`src/rtl/core/rcpd_pkg.sv`:
```
package rcpd_pkg;

	// drive state encoding, shared by applied and target mode
	localparam logic [1:0] MODE_UNINIT = 2'd0;
	localparam logic [1:0] MODE_FWD    = 2'd1;
	localparam logic [1:0] MODE_BWD    = 2'd2;
	localparam logic [1:0] MODE_BRAKE  = 2'd3;

	// item kinds
	localparam logic FUNC_TICK = 1'b0;
	localparam logic FUNC_EDGE = 1'b1;

	// configuration register indexes
	localparam logic [2:0] REG_PULSE_MIN       = 3'd0;
	localparam logic [2:0] REG_PULSE_MID       = 3'd1;
	localparam logic [2:0] REG_PULSE_MAX       = 3'd2;
	localparam logic [2:0] REG_DEAD_BAND       = 3'd3;
	localparam logic [2:0] REG_FAILSAFE_RELOAD = 3'd4;

	// register reset values
	localparam logic [15:0] PULSE_MIN_RST       = 16'd250;
	localparam logic [15:0] PULSE_MID_RST       = 16'd375;
	localparam logic [15:0] PULSE_MAX_RST       = 16'd500;
	localparam logic [15:0] DEAD_BAND_RST       = 16'd10;
	localparam logic [7:0]  FAILSAFE_RELOAD_RST = 8'd50;

	// quotient bits produced by the divider, one per step
	localparam int unsigned DUTY_W = 8;

	typedef struct packed {
		logic        func;
		logic        level;
		logic [15:0] stamp;
	} in_item_t;

	typedef struct packed {
		logic [1:0] drive_mode;
		logic [7:0] duty;
		logic [1:0] wanted_mode;
		logic       pulse_taken;
	} out_item_t;

	// request to the shared divider
	typedef struct packed {
		logic        start;
		logic [15:0] dividend;
		logic [15:0] divisor;
	} div_req_t;

endpackage

```
`src/rtl/core/rcpd_div.sv`:
```
module rcpd_div (
	input  logic                          clk,
	input  logic                          arst_n,
	input  rcpd_pkg::div_req_t            req,
	output logic                          done,
	output logic [rcpd_pkg::DUTY_W-1:0]   quotient
);

	localparam int unsigned CNT_W = $clog2(rcpd_pkg::DUTY_W);

	logic                        busy_q;
	logic                        done_q;
	logic [CNT_W-1:0]            cnt_q;
	logic [15:0]                 rem_q;
	logic [15:0]                 div_q;
	logic [rcpd_pkg::DUTY_W-1:0] quo_q;

	logic [16:0] shifted;
	logic [16:0] diff;
	logic        fits;

	// one restoring step: shift remainder, trial subtract
	assign shifted = {rem_q, 1'b0};
	assign diff    = shifted - {1'b0, div_q};
	assign fits    = (shifted >= {1'b0, div_q});

	// control
	always_ff @(posedge clk or negedge arst_n) begin
		if (!arst_n) begin
			busy_q <= 1'b0;
			done_q <= 1'b0;
			cnt_q  <= '0;
		end else begin
			done_q <= 1'b0;
			if (req.start) begin
				busy_q <= 1'b1;
				cnt_q  <= '0;
			end else if (busy_q) begin
				cnt_q <= cnt_q + 1'b1;
				if (cnt_q == CNT_W'(rcpd_pkg::DUTY_W - 1)) begin
					busy_q <= 1'b0;
					done_q <= 1'b1;
				end
			end
		end
	end

	// datapath, a zero divisor yields all ones
	always_ff @(posedge clk) begin
		if (req.start) begin
			rem_q <= req.dividend;
			div_q <= req.divisor;
			quo_q <= '0;
		end else if (busy_q) begin
			rem_q <= fits ? diff[15:0] : shifted[15:0];
			quo_q <= {quo_q[rcpd_pkg::DUTY_W-2:0], fits};
		end
	end

	assign done     = done_q;
	assign quotient = quo_q;

endmodule

```
`src/rtl/core/rc_pulse_to_hbridge_drive.sv`:
```
// RC pulse to H-bridge drive controller.
// Input channel (in_valid / in_stall / in_item): one transfer per millisecond
// tick or RC edge. Output channel (out_valid / out_stall / out_item): exactly
// one result transfer per input item, in order.
// Configuration: cfg_en writes cfg_data into the register at cfg_index
// (0 pulse_min, 1 pulse_mid, 2 pulse_max, 3 dead_band, 4 failsafe_reload);
// other indexes are ignored. Write only while no item is in flight.
// Path: ticks, rising edges and falling edges that need no scaled duty
// pass through ST_EVAL and ST_OUT into the output register; a falling edge
// that needs a scaled duty also waits in ST_DIV for the 8-step shared
// restoring divider. One item is processed at a time; in_stall is high
// from acceptance until its result has been loaded into the output
// register, so no new item is accepted before then.
// The output register holds a finished result while out_stall is high and
// the next item may already be accepted; that item then waits for the
// register to free up before it completes.
// Reset clears the drive state (uninitialised, duty 0), the failsafe count
// to 50 and the registers to their defaults; the output register is empty.
module rc_pulse_to_hbridge_drive (
	input  logic                 clk,
	input  logic                 arst_n,
	input  logic                 cfg_en,
	input  logic [2:0]           cfg_index,
	input  logic [15:0]          cfg_data,
	input  logic                 in_valid,
	output logic                 in_stall,
	input  rcpd_pkg::in_item_t   in_item,
	output logic                 out_valid,
	input  logic                 out_stall,
	output rcpd_pkg::out_item_t  out_item
);

	localparam logic [1:0] ST_IDLE = 2'd0;
	localparam logic [1:0] ST_EVAL = 2'd1;
	localparam logic [1:0] ST_DIV  = 2'd2;
	localparam logic [1:0] ST_OUT  = 2'd3;

	logic [1:0] state_q;

	// configuration
	logic [15:0] pulse_min_q;
	logic [15:0] pulse_mid_q;
	logic [15:0] pulse_max_q;
	logic [15:0] dead_band_q;
	logic [7:0]  failsafe_reload_q;

	// controller state
	logic [1:0]  mode_now_q;
	logic [1:0]  mode_goal_q;
	logic [7:0]  duty_goal_q;
	logic [7:0]  duty_now_q;
	logic [15:0] rise_stamp_q;
	logic [7:0]  failsafe_left_q;

	// current item
	logic        func_q;
	logic        level_q;
	logic [15:0] stamp_q;
	logic [15:0] width_q;
	logic        taken_q;
	logic [1:0]  pend_mode_q;

	// output register
	logic                out_valid_q;
	rcpd_pkg::out_item_t out_item_q;

	logic                        in_fire;
	logic                        out_free;
	rcpd_pkg::div_req_t          div_req;
	logic                        div_done;
	logic [rcpd_pkg::DUTY_W-1:0] div_quo;

	// window classification
	logic [16:0] upper_lim;
	logic [15:0] lower_lim;
	logic        in_window;
	logic        go_fwd;
	logic        go_bwd;

	// drive step
	logic [1:0] mode_next;
	logic [7:0] duty_next;

	assign in_fire  = in_valid && !in_stall;
	assign in_stall = (state_q != ST_IDLE);
	assign out_free = !out_valid_q || !out_stall;

	assign upper_lim = {1'b0, pulse_mid_q} + {1'b0, dead_band_q};
	assign lower_lim = pulse_mid_q - dead_band_q;
	assign in_window = (width_q > pulse_min_q) && (width_q < pulse_max_q);
	assign go_fwd    = ({1'b0, width_q} > upper_lim);
	assign go_bwd    = (pulse_mid_q >= dead_band_q) && (width_q < lower_lim);

	// divider request: distance to neutral over half span
	always_comb begin
		div_req.start    = (state_q == ST_EVAL) && func_q == rcpd_pkg::FUNC_EDGE && !level_q
			&& in_window && (go_fwd || go_bwd);
		div_req.dividend = go_fwd ? (width_q - pulse_mid_q) : (pulse_mid_q - width_q);
		div_req.divisor  = go_fwd ? (pulse_max_q - pulse_mid_q) : (pulse_mid_q - pulse_min_q);
	end

	rcpd_div u_div (
		.clk      (clk),
		.arst_n   (arst_n),
		.req      (div_req),
		.done     (div_done),
		.quotient (div_quo)
	);

	// one step toward the target, braking before any change of direction
	always_comb begin
		mode_next = mode_now_q;
		duty_next = duty_now_q;
		if (mode_now_q != mode_goal_q) begin
			if ((mode_goal_q == rcpd_pkg::MODE_FWD || mode_goal_q == rcpd_pkg::MODE_BWD)
				&& mode_now_q == rcpd_pkg::MODE_BRAKE) begin
				duty_next = '0;
				mode_next = mode_goal_q;
			end else begin
				mode_next = rcpd_pkg::MODE_BRAKE;
			end
		end else begin
			duty_next = duty_goal_q;
		end
	end

	// configuration writes
	always_ff @(posedge clk or negedge arst_n) begin
		if (!arst_n) begin
			pulse_min_q       <= rcpd_pkg::PULSE_MIN_RST;
			pulse_mid_q       <= rcpd_pkg::PULSE_MID_RST;
			pulse_max_q       <= rcpd_pkg::PULSE_MAX_RST;
			dead_band_q       <= rcpd_pkg::DEAD_BAND_RST;
			failsafe_reload_q <= rcpd_pkg::FAILSAFE_RELOAD_RST;
		end else if (cfg_en) begin
			unique case (cfg_index)
				rcpd_pkg::REG_PULSE_MIN:       pulse_min_q       <= cfg_data;
				rcpd_pkg::REG_PULSE_MID:       pulse_mid_q       <= cfg_data;
				rcpd_pkg::REG_PULSE_MAX:       pulse_max_q       <= cfg_data;
				rcpd_pkg::REG_DEAD_BAND:       dead_band_q       <= cfg_data;
				rcpd_pkg::REG_FAILSAFE_RELOAD: failsafe_reload_q <= cfg_data[7:0];
				default: ;
			endcase
		end
	end

	// item latch and pulse width
	always_ff @(posedge clk) begin
		if (in_fire) begin
			func_q  <= in_item.func;
			level_q <= in_item.level;
			stamp_q <= in_item.stamp;
			width_q <= in_item.stamp - rise_stamp_q;
		end
	end

	// sequencer and controller state
	always_ff @(posedge clk or negedge arst_n) begin
		if (!arst_n) begin
			state_q         <= ST_IDLE;
			mode_now_q      <= rcpd_pkg::MODE_UNINIT;
			mode_goal_q     <= rcpd_pkg::MODE_UNINIT;
			duty_goal_q     <= '0;
			duty_now_q      <= '0;
			rise_stamp_q    <= '0;
			failsafe_left_q <= rcpd_pkg::FAILSAFE_RELOAD_RST;
			taken_q         <= 1'b0;
			pend_mode_q     <= rcpd_pkg::MODE_UNINIT;
			out_valid_q     <= 1'b0;
		end else begin
			// output register fills on a finished item, empties on a transfer
			if (state_q == ST_OUT && out_free) begin
				out_valid_q <= 1'b1;
			end else if (!out_stall) begin
				out_valid_q <= 1'b0;
			end
			unique case (state_q)
				ST_IDLE: begin
					if (in_fire) begin
						state_q <= ST_EVAL;
					end
				end
				ST_EVAL: begin
					taken_q <= 1'b0;
					state_q <= ST_OUT;
					if (func_q == rcpd_pkg::FUNC_TICK) begin
						// failsafe countdown, brake on expiry
						if (failsafe_left_q == '0) begin
							if (mode_now_q != rcpd_pkg::MODE_BRAKE) begin
								mode_goal_q <= rcpd_pkg::MODE_BRAKE;
							end
						end else begin
							failsafe_left_q <= failsafe_left_q - 1'b1;
						end
					end else if (level_q) begin
						rise_stamp_q    <= stamp_q;
						failsafe_left_q <= failsafe_reload_q;
					end else if (in_window) begin
						taken_q <= 1'b1;
						if (go_fwd) begin
							pend_mode_q <= rcpd_pkg::MODE_FWD;
							state_q     <= ST_DIV;
						end else if (go_bwd) begin
							pend_mode_q <= rcpd_pkg::MODE_BWD;
							state_q     <= ST_DIV;
						end else begin
							duty_goal_q <= '0;
							mode_goal_q <= rcpd_pkg::MODE_BRAKE;
						end
					end
				end
				ST_DIV: begin
					if (div_done) begin
						duty_goal_q <= div_quo;
						mode_goal_q <= pend_mode_q;
						state_q     <= ST_OUT;
					end
				end
				ST_OUT: begin
					if (out_free) begin
						mode_now_q <= mode_next;
						duty_now_q <= duty_next;
						state_q    <= ST_IDLE;
					end
				end
				default: state_q <= ST_IDLE;
			endcase
		end
	end

	// result payload
	always_ff @(posedge clk) begin
		if (state_q == ST_OUT && out_free) begin
			out_item_q.drive_mode  <= mode_next;
			out_item_q.duty        <= duty_next;
			out_item_q.wanted_mode <= mode_goal_q;
			out_item_q.pulse_taken <= taken_q;
		end
	end

	assign out_valid = out_valid_q;
	assign out_item  = out_item_q;

endmodule

```
`config.mk`:
```
export PLATFORM = sky130hd
export DESIGN_NAME = rc_pulse_to_hbridge_drive
export DESIGN_NICKNAME = d
export VERILOG_FILES = /design/src/rtl/core/rcpd_pkg.sv /design/src/rtl/core/rcpd_div.sv /design/src/rtl/core/rc_pulse_to_hbridge_drive.sv
export SDC_FILE = /design/constraint.sdc
export NUM_CORES = 1
export LEC_CHECK = 0
export ABC_CLOCK_PERIOD_IN_PS = 7100
export BUFFER_PORTS_ARGS = -buffer_cell sky130_fd_sc_hd__buf_2
export CORE_MARGIN = 3
export CORE_UTILIZATION = 64
export DETAILED_ROUTE_END_ITERATION = 7
export MAX_ROUTING_LAYER = met4
export PLACE_DENSITY = 0.82
export SLEW_MARGIN = 15
export SYNTH_ARGS = -nofsm -noshare
export SYNTH_HDL_FRONTEND = slang
export SYNTH_SLANG_ARGS = --single-unit
```
`constraint.sdc`:
```
create_clock -name clk -period 7.1 [get_ports clk]
set_input_delay 1.42 -clock clk [delete_from_list [all_inputs] [get_ports clk]]
set_output_delay 1.42 -clock clk [all_outputs]
set_load 0.05 [all_outputs]
```
==> impl_results.md, run 1 <==
- Setup WS post-layout: 1090 ps
- Maxcap violations: 0
- Postcts setup bufs: 0
- Initial antenna violation count: 0
- First-pass GRT wire length: a little under 60000 µm
- FP Rows: 55
- Grt total ovfl: 0
- Setup crit end kind: register
- Initial core utilization: 66.4%
- Worst-Margin Slew: 1110 ps
- Die X: 161 µm
- # IOs: 57
- Setup TNS: 0 ps
- Filler Cell Count: 1672
- Post-Syn Area: 15300 µm²
- Asr flop ratio synth: 59.3%
- Tcrit/Tclk final: a little over four fifths
- GRT Util Overall: 28.3%
- Clk slew on worst S/H paths: roughly 60 ps
- FF-to-FF setup slack: roughly 1100 ps
- Deepest clock path buffer count: 3
- Status: completed
- Fin crit period: 6010 ps
- Crit Path Max Fanout: 60
- Ys Warns: 0
- TritonCTS clock tree: yes
- Layout Skew: between 20 and 30 ps
- Final Net Count: 1878
- RSZ-0062 raised after global routing: no
- Clock Latency Late Sink: 540 ps
- Leak: 7.50 nW
- Vias/cell: 6.11
- Crit Path Class: register to register
- Core area: 23100 µm²
- EDFF count, synth: 79
- H-Tree Depth: 1
- Syn Nets: approximately 1800
- Register area share after synthesis: 37.6%
- Vias: roughly 12000
- WL final: 36000 µm
- Post-cts resize count: 0
- Final setup violation count: 0
- Worst Path Arrival: 6400 ps
- Average cell area after synthesis: roughly 9.6 µm²
- Area Overhead vs Synth: 9.12%
- Design Area, Final: 16700 µm²
- GP Congestion: 0.942
- Vias in the first global route: 11800
- Slew margin rel.: between 20% and 30%
- Cells after synthesis: 1588
- Synth Flop Type: dfrtp_1
- Post-DP HPWL: 27300 µm
- Final hold vios: 0
- Antenna viol nets, final: 0
- Pre-CTS setup slack: roughly 1100 ps
- Clk root buf: clkbuf_16
- DRC Markers: 0
- Worst ir drop on vdd: approximately 270 µV
- Worst setup SP type: register
- Largest net degree at the start of global routing: between 70 and 80
- Max Slew Vio Count: 0
- Hold Path Class: register to register
- Vert. Die Dim: 161 µm
- PortBufs: between 50 and 60
- Synth top area share: ~16%
- Synth cell types: just over 80
- Largest area contributor in the netlist: dfrtp_1
- CTS Sinks: 214
- Num CTS Buffers: 25
- Hold buffers post-CTS: 0
- Max Clock Freq: about 0.17 GHz
- Pwr dens: 437 nW/µm²
- Ranking of synthesized cells by area: dfrtp_1 16%, ha_1 16%, edfxtp_1 16%
- Diodes inserted: 0
- Share of cells above drive strength 1: about an eighth
- Drt wl/cell: between 15 and 20 µm
- Yosys reg bits: ~210
- Critical path required time: 7480 ps
- DIE AREA: 25800 µm²
- WHS: 460 ps
- Detailed Route Iter0 Violations: 927
- Pre-antenna DRT Iters: 7
- Cell Area, Placed: 15900 µm²
==> critical path: stages, from the launching register on <==
cell      delay (ps)
dfstp_2          590
inv_1             60
ha_1             310
nor2b_1           60
o21bai_1         180
a21oi_1           90
o21ai_0          290
nand2_1          130
a41o_1           250
o41ai_1          410
o21bai_1         120
a21oi_1          190
xnor2_1          150
ha_1             270
nand3_1          100
nor4_1            40
or4_1            420
a21oi_2          350
nand2_4          470
o31a_1           400
nor2_4           430
buf_4            300
a211oi_1          70
a21oi_1          180
==> state kept, by name, summed over array words and instances, names as in the netlist, 13 cells and up <==
signal	count
pulse_mid_q	16
u_div.div_q	16
u_div.rem_q	16
pulse_max_q	16
stamp_q	16
width_q	16
out_item	13
dead_band_q	16
rise_stamp_q	16
pulse_min_q	16
==> cells in the final DEF, fill, tap and decap left out, types with 8 or more instances in the layout <==
cell and count:
a211oi_1 27, buf_2 55, xor2_1 27, a21oi_1 101, o21ai_0 107, ha_1 194, dfstp_2 27, dfxtp_1 8
xnor2_1 65, nor2b_1 21, nand2b_1 19, clkbuf_16 25, and2_1 8, nand4_1 20, a22o_1 16, nand3_1 20
dfrtp_1 100, buf_4 11, o41ai_1 8, o21ai_1 15, a31oi_1 14, edfxtp_1 79, nand2_1 102, inv_1 154
o211ai_1 9, mux2i_1 17, mux2_2 57, fa_1 8, a21o_1 33, nor2_1 122, nor3_1 40, o21a_1 9
==> routing by layer <==
layer / routed length [µm] / global-route usage [%] / part of all wire, % / up-vias
met4: 1390 / 10.5 / 3.9 / 0
met3: 2160 / 3.59 / 6.0 / 93
met2: 16700 / 44.8 / 46 / 414
met5: 0 / - / 0 / -
met1: 15800 / 37.7 / 44 / 5731
li1: - / - / - / 5784
==> area by class of cell <==
class	count	area, µm²	share of cell area [%]
Multi-Input combinational cell	1171	8790	52.6
Sequential cell	214	5740	34.4
Timing Repair Buffer	66	358	2.14
Clock inverter	11	104	0.622
Inverter	156	586	3.51
Tap cell	313	392	2.35
Clock buffer	35	723	4.33
==> cells in the mapped netlist (all sizes together), types with 17 or more instances <==
library cell  instances
a211oi               30
nand2               103
nand4                20
xor2                 27
a21o                 33
nor2                123
nand2b               20
clkbuf               36
nor3                 41
nor2b                22
inv                 156
dfrtp               100
edfxtp               79
nand3                20
ha                  194
mux2i                17
a21oi               102
xnor2                65
mux2                 59
o21ai               122
dfstp                27
==> path summary, 6_finish.rpt <==
| path | endpoint | start | depth (start not counted) |
|---|---|---|---|
| worst max-delay path | u_div.rem_q[10] | dead_band_q[1] | 23 |
| worst min-delay path | out_item[0] | taken_q | 0 |
| worst max register to register | u_div.rem_q[10] | dead_band_q[1] | 23 |
| worst min register to register | out_item[0] | taken_q | 0 |
| max in group asynchronous | dead_band_q[8] | arst_n | 2 |
| min in group asynchronous | duty_now_q[1] | arst_n | 1 |
==> through the flow <==
stage / util (%) / instances / total power, mW
2_1_floorplan: - / 1588 / 5.03
3_3_place_gp: 68.8 / 1920 / 5.79
3_5_place_dp: 68.8 / 1920 / 5.95
4_1_cts: 72.4 / 1966 / 7.26
5_1_grt: 72.4 / 1966 / 7.82
6_report: 72.4 / 1966 / 7.29
==> power breakdown <==
group	switching [mW]	internal, mW
clock network	0.518	0.751
logic	2.34	1.65
registers	0.292	1.75
==> cell families (layout without fill, tap and decap cells) <==
group / after synthesis / after routing / share of synthesized area, %
adder cells (fa/ha/maj): 202 / 202 / 16.9
XOR/XNOR: 92 / 92 / 5.27
buffers and inverters: 203 / 268 / 5.14
AO/OA/AOI/OAI: 411 / 411 / 17.6
flip-flops: 214 / 214 / 37.6
AND/OR/NAND/NOR: 390 / 390 / 12.0
multiplexers: 76 / 76 / 5.48
(Power assumes the default switching activity.)
==> run 2: changes to the inputs <==
ABC_AREA = 1   (was default)
ABC_CLOCK_PERIOD_IN_PS = 5500   (was 7100)
CORE_UTILIZATION = 58   (was 64)
PLACE_DENSITY = 0.78   (was 0.82)
clock period = 5.5 ns   (was 7.1 ns; I/O delays follow)
==> run 2 against run 1 <==
Net effect: clock power rose by 28%; global-route usage fell by 0.93 points; first-iteration DRC count fell by 2.9%; via count rose by 14%; count of clock-buffer cells in the layout fell by 5; hold slack got worse by 10 ps; sequential power rose by 34%; wire length rose by 13%; core utilization fell by 7.9 points; die area rose by 16%; sequential share of layout area fell by 1.6 points; largest cell class unchanged; combinational power rose by 34%.
==> impl_results.md, run 2 <==
- Max Slew Vio Count: 0
- Vias: between 10000 and 15000
- Hold buffers post-CTS: 0
- Ys Warns: 0
- Fin crit period: 4860 ps
- Post-Syn Area: 16100 µm²
- Crit path largest cell delay: 590 ps
- Crit Path Class: register to register
- Worst Hold Path Cells: 2
- Asr flop ratio synth: 59.3%
- Synth Area in Simple Gates: 20.2%
- Initial antenna violation count: 0
- PortBufs: 56
- Grt total ovfl: 0
- Deepest clock path buffer count: 3
- Vert. Die Dim: 173 µm
- Tcrit/Tclk final: 88.4%
- Max Clock Freq: 0.206 GHz
- Top-count cell post-synth: nand2_1
- Synth Area in Compound Gates: approximately 14%
- # IOs: 57
- GRT Util Overall: 27.4%
- Initial core utilization: 59.5%
- First-pass GRT wire length: 66100 µm
- Clk slew on worst S/H paths: 60 ps
- RSZ-0062 raised after global routing: no
- Postcts setup bufs: 0
- Layout Skew: 16.5 ps
- Die X: 173 µm
- CP top delay family: simple AND/OR/NAND/NOR gates
- Worst R2R Path Depth: 23
- Commonest non-fill, non-tap cells in the layout: 526 x nand2_1, 277 x inv_1, 194 x ha_1
- Post-synthesis mux area share: 0.124%
- Synth cell types: 50
- Area Overhead vs Synth: 8.45%
- Post-synthesis share of cell area spent on xor and xnor gates: under 10%
- Critical Path, Cell by Cell: ha_1, inv_1, a21oi_1, nand2_1, a21boi_0, inv_1, nand2_1, nand2_1, a21boi_0, o21ai_0, xor2_1, ha_1, nand2_1, inv_1, nand3_1, nor4_1, nor2_4, nand2_4, nand2_4, nand2_4, clkinv_4, nand2_1, nand2_1
- Slowest-stage cell, CP: dfstp_2
- Drt wl/cell: 16.3 µm
- Worst setup SP type: register
- GP Congestion: ~0.97
- Pre-antenna DRT Iters: 5
- Most frequent cells after synthesis: 526 x nand2_1, 277 x inv_1, 194 x ha_1
- Setup TNS: 0 ps
- Cell Area, Placed: 16700 µm²
- Hold Path Class: register to register
- Pwr dens: between 500 and 600 nW/µm²
- Commonest non-fill, non-tap cell in the layout: nand2_1
- Vias/cell: 5.49
- FP Rows: 60
- DRC Markers: 0
- Post-DP HPWL: 31600 µm
- Status: completed
- Final hold vios: 0
- Num CTS Buffers: 24
- Stages on worst setup path: 23
- Clk root buf: clkbuf_16
- WHS: between 400 and 500 ps
- Filler Cell Count: roughly 2300
- Final core occ: 64.5%
- Total power: 9.68 mW
- Cells after synthesis: 2066
- Leak: ~8.9 nW
- Design Area, Final: around 17000 µm²
- Clock Latency Late Sink: 530 ps
- Setup crit end kind: register
- Syn Nets: roughly 2300
- TritonCTS clock tree: yes
- Maxcap violations: 0
- Worst Path Arrival: between 5000 and 6000 ps
- Most frequent CP cell: nand2_1
- Antenna viol nets, final: 0
- Slew margin rel.: 25.0%
- Ranking of synthesized cells by area: dfrtp_1 16%, ha_1 15%, edfxtp_1 15%
- Share of cells above drive strength 1: ~7.7%
- Post-cts resize count: 0
- Core area: around 27000 µm²
- CTS Sinks: 214
- Crit Path Max Fanout: 42
- Yosys reg bits: 214
- Detailed Route Iter0 Violations: 900
- Worst-Margin Slew: 1120 ps
- Buf/Inv on CP: 4
- Diodes inserted: 0
- Worst ir drop on vdd: 330 µV
- Final Net Count: 2347
- WL final: 40600 µm
- Average cell area after synthesis: between 7 and 8 µm²
- Largest net degree at the start of global routing: between 100 and 150
- Synth top area share: 15.5%
- Largest area contributor in the netlist: dfrtp_1
- Adder-cell share of the synthesized area: 16.1%
- Combinational family with the most area after synthesis: simple AND/OR/NAND/NOR gates
- DIE AREA: 29800 µm²
- Final setup violation count: 0
- Vias in the first global route: 13500
- Register area share after synthesis: between 30% and 40%
- Synth Flop Type: dfrtp_1
- H-Tree Depth: 1
- Critical path required time: 5780 ps
- EDFF count, synth: 79
==> run 2: changes by cell type after synthesis, moves of 21 or more <==
cell,change
xnor2_1,-40
inv_1,+123
xor2_1,+49
nand2_1,+424
o21ai_0,+67
nand3_1,+77
a21oi_1,+50
nor3_1,-24
mux2_2,-57
a211oi_1,-23
nor2b_1,-21
==> run 2: cells by family after synthesis <==
logic type	after synthesis
and+or+nand+nor	791
xor gates and xnor gates	101
muxes	2
DFF	214
AOI/OAI and AO/OA	420
buffers and inverters	336
adders and majority gates	202
==> run 2: report_power, final <==
group	total, mW	switching, mW	internal, mW
logic	5.33	3.46	1.87
clock network	1.62	0.668	0.949
registers	2.74	0.403	2.33
total	9.68	4.53	5.16
==> run 2: worst paths after layout <==
check                                    start               to  slack (ps)
worst max-delay path            pulse_mid_q[2]  u_div.rem_q[15]         640
worst min-delay path                stamp_q[2]  rise_stamp_q[2]         450
worst max register to register  pulse_mid_q[2]  u_div.rem_q[15]         640
worst min register to register      stamp_q[2]  rise_stamp_q[2]         450
max in group asynchronous               arst_n    duty_now_q[1]        4260
min in group asynchronous               arst_n  dead_band_q[14]         630
==> run 2: routing by layer <==
metal	vias to the layer above	GRT usage, %	part of all wire, %
met2	286	46.9	48
met4	0	8.85	3.3
met3	95	3.29	4.3
met5	-	-	0
li1	6874	-	-
met1	6425	34.1	44
==> run 2: tightest hold or removal path, stage by stage, from the launching register on <==
cell and delay [ps]:
edfxtp_1 320, nand2_1 50, o21ai_0 60
==> run 2: metrics by stage <==
stage	setup WS [ps]	cells
after floorplan	1380	2066
after global placement	795	2449
after detailed placement	674	2449
after CTS	620	2493
after global routing	137	2493
final	637	2493
==> run 2: area by class of cell <==
| type | count | area [µm²] | area share, % |
|---|---|---|---|
| multi-input cells | 1516 | 9050 | 51.8 |
| inverters | 283 | 1070 | 6.10 |
| repair buffers | 64 | 355 | 2.03 |
| flip-flops and latches | 214 | 5740 | 32.9 |
| well taps | 372 | 465 | 2.66 |
| clock buffers | 30 | 663 | 3.79 |
| clock inverters | 14 | 133 | 0.759 |
==> run 3: changes to the inputs <==
ABC_CLOCK_PERIOD_IN_PS = default   (was 5500)
SKIP_CTS_REPAIR_TIMING = 1   (was default)
SYNTH_HIERARCHICAL = 1   (was default)
==> run 3 against run 2 <==
Net effect: power down 0.43%; first-iteration DRC count rose by 2.7%; combinational power about the same; cell area grew 1.0%; final cell count increased by 1.9%; area after synthesis increased by 1.3%; register-to-register slack worse by 110 ps; die area rose by 1.2%; wire length grew 2.7%; critical path depth fell by 4; sequential power about the same; sequential share of layout area shrank 0.34 points; largest power group unchanged.
==> impl_results.md, run 3 <==
- RR Startpoint: pulse_mid_q[1]
- Filler Cell Count: 2445
- Commonest non-fill, non-tap cells in the layout: 534 x nand2_1, 318 x inv_1, 194 x ha_1
- Yosys reg bits: ~210
- Die X: around 170 µm
- Multi-input logic area: 9090 µm²
- Largest area contributor in the netlist: dfrtp_1
- Cells after synthesis: 2114
- Fin crit period: around 5000 ps
- Commonest non-fill, non-tap cell in the layout: nand2_1
- First-pass GRT wire length: 68500 µm
- Setup WS post-layout: ~530 ps
- Ys Warns: 6
- Initial antenna violation count: 0
- H-Tree Depth: 1
- Worst-Margin Slew: 1150 ps
- Grt total ovfl: 0
- Post-DP HPWL: around 33000 µm
- Hold Path Class: input port to asynchronous set/reset pin
- Worst R2R End: u_div/rem_q[15]
- Clk slew on worst S/H paths: 60 ps
- Vert. Die Dim: 174 µm
- Clk root buf: clkbuf_16
- PortBufs: between 50 and 60
- Max Clock Freq: 0.201 GHz
- Worst Path Arrival: 5170 ps
- Pre-CTS setup slack: 562 ps
- Worst ir drop on vdd: 328 µV
- Final Net Count: between 2000 and 2500
- Register area share after synthesis: 35.2%
- Critical path required time: 5690 ps
- Crit Path Class: register to register
- Antenna viol nets, final: 0
- Pwr dens: 546 nW/µm²
- Area Overhead vs Synth: 8.22%
- Num CTS Buffers: 24
- # IOs: 57
- Setup TNS: 0 ps
- Diodes inserted: 0
- Largest net degree at the start of global routing: 55
- Post-Syn Area: 16300 µm²
- DIE AREA: ~30000 µm²
- Drt wl/cell: 16.4 µm
- GP Congestion: 0.997
- Tcrit/Tclk final: 90.4%
- Clock Latency Late Sink: 530 ps
- Final hold vios: 0
- Vias/cell: 5.59
- Final setup violation count: 0
- Vias in the first global route: 14200
- Initial core utilization: 59.7%
- Layout Skew: 28.8 ps
- Top-count cell post-synth: nand2_1
- Vias: 14200
- Slew margin rel.: a little under a quarter
- GRT Util Overall: 28.2%
- Asr flop ratio synth: between 50 and 60%
- Ranking of synthesized cells by area: dfrtp_1 15%, ha_1 15%, edfxtp_1 15%
- Most frequent cells after synthesis: 534 x nand2_1, 318 x inv_1, 194 x ha_1
- Synth Flop Type: dfrtp_1
- FF-to-FF setup slack: 530 ps
- Core area: roughly 27000 µm²
- Worst setup SP type: register
- Final core occ: 64.6%
- EDFF count, synth: 79
- FP Rows: 60
- TritonCTS clock tree: yes
- RSZ-0062 raised after global routing: no
- Crit Path Max Fanout: 23
- Setup crit end kind: register
- DRC Markers: 0
- Synth cell types: 55
- Max Slew Vio Count: 0
- WL final: around 42000 µm
- Syn Nets: 2358
- Leak: 8.96 nW
- Synth top area share: 15.3%
- Pre-antenna DRT Iters: 5
- Register area: around 5700 µm²
- Status: completed
- Detailed Route Iter0 Violations: 924
- Average cell area after synthesis: 7.72 µm²
- Deepest clock path buffer count: 3
- Maxcap violations: 0
- Worst R2R Path Depth: 19
- CTS Sinks: 214
- Share of cells above drive strength 1: 7.47%
## run 3: changes by cell type in the layout (fill, tap and decap cells not counted), sizes merged, moves of 9 or more
cell	delta
nand3	+15
xor2	-14
a21o	-12
nor3	+9
nor2	-10
a21oi	-14
inv	+39
## run 3: critical path, stage by stage (launching register included)
cell      delay [ps]
dfstp_2          670
inv_1            220
fa_1             490
o31ai_1          500
nand2_1           90
nand3_1          210
a21oi_1          130
o21ai_0          230
xor2_1           170
ha_1             260
nand4_1          100
inv_1             50
a21oi_1          220
nand3_1          250
nand2_1          160
nand2_1          120
inv_1            100
clkinv_1         210
nand2_1          140
buf_4            280
## run 3: how the worst max path moves through the flow
| stage | startpoint | end | slack, ps | cells past startpoint |
|---|---|---|---|---|
| after global placement | pulse_mid_q[1] | u_div/rem_q[15] | 740 | 19 |
| after CTS | pulse_mid_q[1] | u_div/rem_q[15] | 530 | 19 |
| after floorplan | pulse_mid_q[1] | u_div/rem_q[0] | 520 | 19 |
| after global routing | pulse_mid_q[1] | u_div/rem_q[15] | 10 | 22 |
| after detailed placement | pulse_mid_q[1] | u_div/rem_q[15] | 560 | 19 |
| final | pulse_mid_q[1] | u_div/rem_q[15] | 530 | 19 |
## run 3: metrics by stage
| stage | hold WS, ps | std cells | total power, mW | area [µm²] |
|---|---|---|---|---|
| after floorplan | 418 | 2114 | 6.71 | 16300 |
| after CTS | 439 | 2540 | 9.61 | 17700 |
| after global placement | 426 | 2496 | 7.82 | 16900 |
| after global routing | 457 | 2540 | 10.5 | 17700 |
| final | 447 | 2540 | 9.64 | 17700 |
| after detailed placement | 447 | 2496 | 7.99 | 16900 |
## run 3: cells by family after synthesis
| family | share of synthesized area, % |
|---|---|
| and+or+nand+nor | 21.2 |
| DFF | 35.2 |
| muxes | 0.184 |
| xor gates and xnor gates | 5.10 |
| buffers and inverters | 9.11 |
| AOI/OAI and AO/OA | 13.4 |
| adders and majority gates | 15.9 |
## run 3: layer usage
metal | vias to the layer above | global-route usage [%] | routed length, µm
met4 | 0 | 10.1 | 1750
met1 | 6656 | 35.1 | 18200
met3 | 111 | 3.46 | 2110
met5 | - | - | 0
met2 | 410 | 47.4 | 19700
li1 | 7020 | - | -
## run 3: cell type report
| class | instances | area share (%) |
|---|---|---|
| multi-input combinational | 1522 | 51.5 |
| sequential | 214 | 32.5 |
| inverter | 323 | 6.87 |
| clock buffer | 36 | 4.18 |
| tap | 372 | 2.63 |
| timing repair buffer | 65 | 1.98 |
| clock inverter | 8 | 0.326 |
## run 3: power breakdown
| part | switching [mW] | leakage (nW) | internal [mW] | total, mW |
|---|---|---|---|---|
| combinational | 3.50 | 6.25 | 1.86 | 5.35 |
| sequential | 0.386 | 2.32 | 2.33 | 2.71 |
| clock | 0.643 | 0.393 | 0.930 | 1.57 |
| total | 4.53 | 8.96 | 5.12 | 9.64 |
